File: src/hdl/sorted_key_override_table_core_defines.svh
// assertion macros for the sorted key override table
`ifndef SORTED_KEY_OVERRIDE_TABLE_CORE_DEFINES_SVH
`define SORTED_KEY_OVERRIDE_TABLE_CORE_DEFINES_SVH

`ifndef SYNTH
// checked property, masked while reset is high
`define SKOT_ASSERT(lbl, clk, rst, prop) \
   lbl: assert property (@(posedge clk) disable iff (rst) prop) \
      else $error("skot assertion failed");
// checked property, live during reset as well
`define SKOT_ASSERT_ALWAYS(lbl, clk, prop) \
   lbl: assert property (@(posedge clk) prop) \
      else $error("skot assertion failed");
`else
`define SKOT_ASSERT(lbl, clk, rst, prop)
`define SKOT_ASSERT_ALWAYS(lbl, clk, prop)
`endif

`endif

File: src/hdl/skot_pkg.sv
// shared types and codes for the sorted key override table
`timescale 1ns / 1ps
`default_nettype none

package skot_pkg;

   localparam int KEY_PORT_BITS = 32;
   localparam int VAL_BITS      = 32;

   // request action codes; the unused code behaves as a lookup
   localparam logic [1:0] ACT_LOOKUP     = 2'd0;
   localparam logic [1:0] ACT_REGISTER   = 2'd1;
   localparam logic [1:0] ACT_UNREGISTER = 2'd2;

   typedef enum logic [1:0] {
      ST_IDLE,
      ST_CMP,
      ST_SCAN,
      ST_UPD
   } state_type;

   // broadcast from the sequencer to every cell
   typedef struct packed {
      logic                     cmp;
      logic                     scan;
      logic                     insert;
      logic                     setval;
      logic [KEY_PORT_BITS-1:0] key;
      logic [VAL_BITS-1:0]      wval;
   } ctrl_type;

   // handed from one cell to the next one up
   typedef struct packed {
      logic                     valid;
      logic                     gt;
      logic                     hit;
      logic [KEY_PORT_BITS-1:0] key;
      logic [VAL_BITS-1:0]      value;
      logic [VAL_BITS-1:0]      hval;
   } link_type;

endpackage

`default_nettype wire

File: src/hdl/skot_cell.sv
// one table slot: entry storage, compare, hit ripple and shift-up insert
`timescale 1ns / 1ps
`default_nettype none

module skot_cell #(
   parameter int KEY_W = 32
) (
   input  logic                clock,
   input  logic                reset,
   input  skot_pkg::ctrl_type  ctrl,
   input  skot_pkg::link_type  link_in,
   output skot_pkg::link_type  link_out
);

   logic                          valid_ff, valid_in;
   logic                          eq_ff, eq_in;
   logic                          gt_ff, gt_in;
   logic                          hit_ff, hit_in;
   logic [KEY_W-1:0]              key_ff, key_in;
   logic [skot_pkg::VAL_BITS-1:0] val_ff, val_in;
   logic [skot_pkg::VAL_BITS-1:0] hval_ff, hval_in;
   logic                          shift_up;
   logic                          slot_here;

   // lower neighbour moves up when it is larger than the new key
   assign shift_up  = link_in.valid && link_in.gt;
   // first slot that is empty or larger, with a smaller-or-equal neighbour below
   assign slot_here = link_in.valid && !link_in.gt && (!valid_ff || gt_ff);

   always_comb begin
      valid_in = valid_ff;
      eq_in    = eq_ff;
      gt_in    = gt_ff;
      hit_in   = hit_ff;
      key_in   = key_ff;
      val_in   = val_ff;
      hval_in  = hval_ff;
      if (ctrl.cmp) begin
         eq_in   = valid_ff && (key_ff == ctrl.key[KEY_W-1:0]);
         gt_in   = valid_ff && (key_ff > ctrl.key[KEY_W-1:0]);
         hit_in  = 1'b0;
         hval_in = '0;
      end
      if (ctrl.scan) begin
         hit_in  = link_in.hit | eq_ff;
         hval_in = eq_ff ? val_ff : link_in.hval;
      end
      if (ctrl.insert) begin
         if (shift_up) begin
            valid_in = 1'b1;
            key_in   = link_in.key[KEY_W-1:0];
            val_in   = link_in.value;
         end else if (slot_here) begin
            valid_in = 1'b1;
            key_in   = ctrl.key[KEY_W-1:0];
            val_in   = ctrl.wval;
         end
      end
      if (ctrl.setval && eq_ff) begin
         val_in = ctrl.wval;
      end
   end

   always_ff @(posedge clock) begin
      if (reset) begin
         valid_ff <= 1'b0;
         eq_ff    <= 1'b0;
         gt_ff    <= 1'b0;
         hit_ff   <= 1'b0;
      end else begin
         valid_ff <= valid_in;
         eq_ff    <= eq_in;
         gt_ff    <= gt_in;
         hit_ff   <= hit_in;
      end
   end

   always_ff @(posedge clock) begin
      key_ff  <= key_in;
      val_ff  <= val_in;
      hval_ff <= hval_in;
   end

   always_comb begin
      link_out            = '0;
      link_out.valid      = valid_ff;
      link_out.gt         = gt_ff;
      link_out.hit        = hit_ff;
      link_out.key[KEY_W-1:0] = key_ff;
      link_out.value      = val_ff;
      link_out.hval       = hval_ff;
   end

endmodule

`default_nettype wire

File: config.mk
export PLATFORM = sky130hd
export DESIGN_NAME = skot_cell
export DESIGN_NICKNAME = d
export VERILOG_FILES = /design/src/hdl/sorted_key_override_table_core_defines.svh /design/src/hdl/skot_pkg.sv /design/src/hdl/skot_cell.sv
export SDC_FILE = /design/constraint.sdc
export NUM_CORES = 1
export LEC_CHECK = 0
export BUFFER_PORTS_ARGS = -buffer_cell sky130_fd_sc_hd__buf_2
export CAP_MARGIN = 20
export CORE_MARGIN = 2
export CORE_UTILIZATION = 46
export DETAILED_ROUTE_END_ITERATION = 16
export PLACE_DENSITY = 0.77
export SKIP_LAST_GASP = 1
export SYNTH_ARGS = -nofsm -noshare
export SYNTH_HDL_FRONTEND = slang
export SYNTH_SLANG_ARGS = --single-unit
export TNS_END_PERCENT = 100
File: constraint.sdc
create_clock -name clock -period 3.33 [get_ports clock]
set_input_delay 0.1665 -clock clock [delete_from_list [all_inputs] [get_ports clock]]
set_output_delay 0.1665 -clock clock [all_outputs]
set_load 0.01 [all_outputs]
== Yosys cells after proc, flatten, opt, wreduce, memory -nomap -nowiden ==
Cells that the tools add are included.

* $lt $le $gt $ge: 1
* Bitwise logic cells: 1
* Mux-type cells: 13
* Equality and inequality tests: 1
* Reductions and logical operators: 15

{| class="wikitable"
|+ Operators with widths
! cell !! count
|-
| two-way mux 32 bit || 9
|-
| equality test 32 bit || 1
|-
| > comparator 32 bit || 1
|-
| logical AND 1 bit || 6
|-
| nonzero test 2 bit || 3
|-
| two-way mux 1 bit || 4
|-
| AND reduction 2 bit || 2
|-
| nonzero test 3 bit || 1
|-
| logical NOT 1 bit || 2
|-
| logical OR 1 bit || 1
|-
| bitwise OR 1 bit || 1
|}

* Input bits: 169
* Output and inout bits: 99
* Flip-flop bits (word level): 100
* Word-level logic and storage cells: 38

== Depth between registers and ports, before layout ==
* Depth in word-level cells: 7
* Depth in mapped cells: 7
* Gate-level depth less buffers: 7

== Worst setup path after synthesis ==
No wires, ideal clock.

* Kind: register to register
* Start point: register valid_ff
* End point: register val_ff[0] (netlist name) (enable)
* Data arrival time: 2189 ps
* Required time: 2936 ps
* Library setup time: 394 ps
* Period minus slack after synthesis: 2583 ps
* Path buffers: 0
* Stages on the path, launching flop included: 4
* Setup slack: 747 ps
* Cell sequence: dfxtp_1 > inv_1 > o311a_1 > nand2b_1

* Longest elaborated chain between the ends: 5

{| class="wikitable"
|+ RTL lines
! what !! line !! text
|-
| from (decl) || skot_cell.sv:15 || <nowiki>logic valid_ff, valid_in;</nowiki>
|-
| from (signal assigned) || skot_cell.sv:71 || <nowiki>valid_ff <= valid_in;</nowiki>
|-
| logical NOT 1 bit || skot_cell.sv:28 || <nowiki>assign slot_here = link_in.valid && !link_in.gt && (!valid_ff || gt_ff);</nowiki>
|-
| logical OR 1 bit || skot_cell.sv:28 ||
|-
| logical AND 1 bit || skot_cell.sv:28 ||
|-
| nonzero test 3 bit (no line) || - ||
|-
| AND reduction 2 bit (no line) || - ||
|-
| to (signal assigned) || skot_cell.sv:80 || <nowiki>val_ff <= val_in;</nowiki>
|-
| to (decl) || skot_cell.sv:20 || <nowiki>logic [skot_pkg::VAL_BITS-1:0] val_ff, val_in;</nowiki>
|}

No other way between the ends.
A chain may end at the register's enable or synchronous reset.

== Worst setup path after layout ==
* Start point: register eq_ff
* End point: register val_ff[13] (netlist name), data pin

* Longest elaborated chain between the ends: 2

{| class="wikitable"
|+ RTL lines
! what !! line !! text
|-
| from (decl) || skot_cell.sv:16 || <nowiki>logic eq_ff, eq_in;</nowiki>
|-
| from (signal assigned) || skot_cell.sv:72 || <nowiki>eq_ff <= eq_in;</nowiki>
|-
| logical AND 1 bit || skot_cell.sv:59 || <nowiki>if (ctrl.setval && eq_ff) begin</nowiki>
|-
| two-way mux 32 bit || skot_cell.sv:59 ||
|-
| named net val_in (one bit) || skot_cell.sv:20 ||
|}

The timed path passes the listed nets, and every way through them passes these cells.

==> results.py <==
metrics = {
    "run_status": {
        "status": "completed",
    },
    "routing": {
        "firstDrtPassIters": 4,
        "postRouteWirelength_um": 13200,
        "via_per_inst": 5.04,
        "postRouteAntennaNets": 0,
        "drc": 0,
        "vias": 3974,
        "detail_route.wl_per_cell_um": 16.7,
        "drtIter0Drc": 91,
    },
    "synthesis": {
        "synth-main-ff-cell": "edfxtp_1",
        "netlist_area_um2": 5270,
        "avgSynthCellArea_um2": 14.1,
        "async_reset_ff_frac": 0,
        "synth_top_area_cell": "edfxtp_1",
        "synth_area_leaders": "edfxtp_1 55%, mux2_1 14%, ha_1 7.6%",
        "synth_edf_count": 96,
        "synth_nets": 576,
        "synth_top_area_share": 0.547,
        "ys_ff_latch": 100,
        "netlist_instances": 375,
        "seq_area_frac_synth": 0.562,
        "synth_warnings": 0,
        "yosys.cell_types.count": 40,
    },
    "floorplanning": {
        "core_um2": 11300,
        "die_area_um2": 12300,
        "start_util": 0.466,
        "die_w_um": 111,
        "io_pins": 268,
        "fp.dieH_um": 111,
        "rows": 39,
    },
    "global_route": {
        "grt-ovfl-total": 0,
        "track_usage": 0.215,
        "grt_pass1_wl_um": 20900,
        "grt_pass1_vias": 4319,
        "grt_max_degree": 36,
        "antenna_found_initial": 1,
    },
    "sta": {
        "worst_slew_pin_slew_ns": 0.930,
        "finalClockSkew_ns": 0.00944,
        "setup_viol": 0,
        "slew_headroom": 0.380,
        "finalCriticalPeriod_ns": 2.02,
        "rsz0062_at_grt": "false",
        "period_share": 0.608,
        "setup_tns_ns": 0,
        "maxSlewViolCount": 0,
        "max_freq_mhz": 494,
        "final-hold-violation-count": 0,
        "setup_slack_ns": 1.31,
        "whs_ns": 0.0346,
    },
    "clocking": {
        "ctsResizeCount": 0,
        "clkSlewWorstSetupHoldPaths_ns": 0.07,
        "cts-root-buf": "clkbuf_16",
        "post_cts_buffers": 0,
        "cts.htree.levels": 3,
        "cts_sinks": 100,
        "cts_tree": "yes",
        "cts_buffers": 9,
        "clkLatencyLatePin_ns": 0.34,
        "cts_buffer_depth": 2,
        "ctsHoldBuffers": 0,
    },
    "critical_path": {
        "cp_max_fo": 32,
        "path_cells": "nand2_1 > nand3_2 > mux2_1",
        "crit_cells": 3,
        "crit_type": "reg -> reg",
        "cpLargestDelayFamily": "simple AND/OR/NAND/NOR gates",
        "crit_path_end_kind": "register",
        "critPathBufInv": 0,
        "slowest_stage": "nand3_2",
        "slowest_delay_ns": 0.72,
        "crit_arrival_ns": 2.11,
        "cp.required_ns": 3.42,
        "start_kind": "register",
        "reg2reg_depth": 3,
    },
    "power": {
        "p_leak_nw": 3.17,
        "ir_drop_uv": 256,
        "p_per_area_nw_per_um2": 416,
        "finalPower_mw": 2.92,
    },
    "place": {
        "io_buffers": 267,
        "gp_congestion": 0.840,
        "postPlaceCellArea_um2": 6740,
        "dp.final_hpwl_um": 10200,
        "dpl.cell_count": 772,
        "placement.setup.worst_slack_ns": 1.29,
    },
    "finish": {
        "nNetsFinal": 841,
        "final_cells": 789,
        "final_cell_area_um2": 7010,
        "areaGrowthSynthToFinish_pct": 33.0,
        "final_cell_mix": "267 x buf_2, 96 x edfxtp_1, 64 x mux2_1",
        "num-fill-cells": 920,
        "layout-drive-gt1-share": 0.467,
        "fin_util": 0.619,
        "final_common_cell": "buf_2",
    },
    "worst_hold_path": {
        "hold_depth": 2,
        "hp-class": "in -> reg",
    },
    "flow_run": {
        "maxCapViolCount": 0,
    },
}
==> per-layer routing <==
| metal | vias to the layer above | wire length [um] | share of wire | GRT usage |
|---|---|---|---|---|
| li1 | 1918 | - | - | - |
| met5 | - | 0 | 0 | 0 |
| met1 | 1859 | 5100 | 0.39 | 0.248 |
| met4 | 0 | 463 | 0.035 | 0.105 |
| met3 | 33 | 857 | 0.065 | 0.0470 |
| met2 | 164 | 6750 | 0.51 | 0.380 |
==> cells in the mapped netlist, types with 2 or more instances <==
master and instances:
a21oi_1 14, inv_1 34, nand2_1 9, nand4_1 3
nor2b_1 34, ha_1 32, buf_4 3, nor2_1 2
edfxtp_1 96, nand3_1 4, a21o_1 3, buf_2 10
mux2_1 64, nand4_2 3, dfxtp_1 4, o21ai_1 3
clkbuf_1 3, mux2i_1 32
==> power by group <==
part | internal (mW) | switching [mW]
Clock | 0.512 | 0.470
Combinational | 0.212 | 0.227
Sequential | 1.47 | 0.0280
Total | 2.19 | 0.726
==> path summary, 6_finish.rpt <==
| path | from | end | slack [ns] |
|---|---|---|---|
| max | eq_ff | val_ff[13] | 1.31 |
| max reg2reg | eq_ff | val_ff[13] | 1.31 |
| min reg2reg | hit_ff | hit_ff | 0.56 |
| min | reset | eq_ff | 0.03 |
==> sequential cells by signal, indices dropped and copies added (netlist names) <==
register  flops
eq_ff         1
gt_ff         1
key_ff       32
hval_ff      32
valid_ff      1
hit_ff        1
val_ff       32
==> worst register-to-register path, stage by stage, from the launching register on <==
cell	delay, ns
dfxtp_2	0.32
nand2_1	0.10
nand3_2	0.72
mux2_1	0.64
==> cells by family after synthesis <==
family | synth area share
buf+inv | 0.0401
compound gates | 0.0375
simple gates | 0.0871
fa+ha+maj | 0.0759
mux | 0.197
flops | 0.562
==> area by class of cell <==
type	instances	area (um^2)	share of cell area
diodes	1	2.50	0.000357
clock buffers	9	225	0.0321
clock inverters	7	48.8	0.00696
inverters	34	128	0.0182
multi-input cells	225	2110	0.300
flip-flops and latches	100	2960	0.423
well taps	143	179	0.0255
repair buffers	270	1360	0.194
No activity file was read; power rests on OpenSTA's default activity.
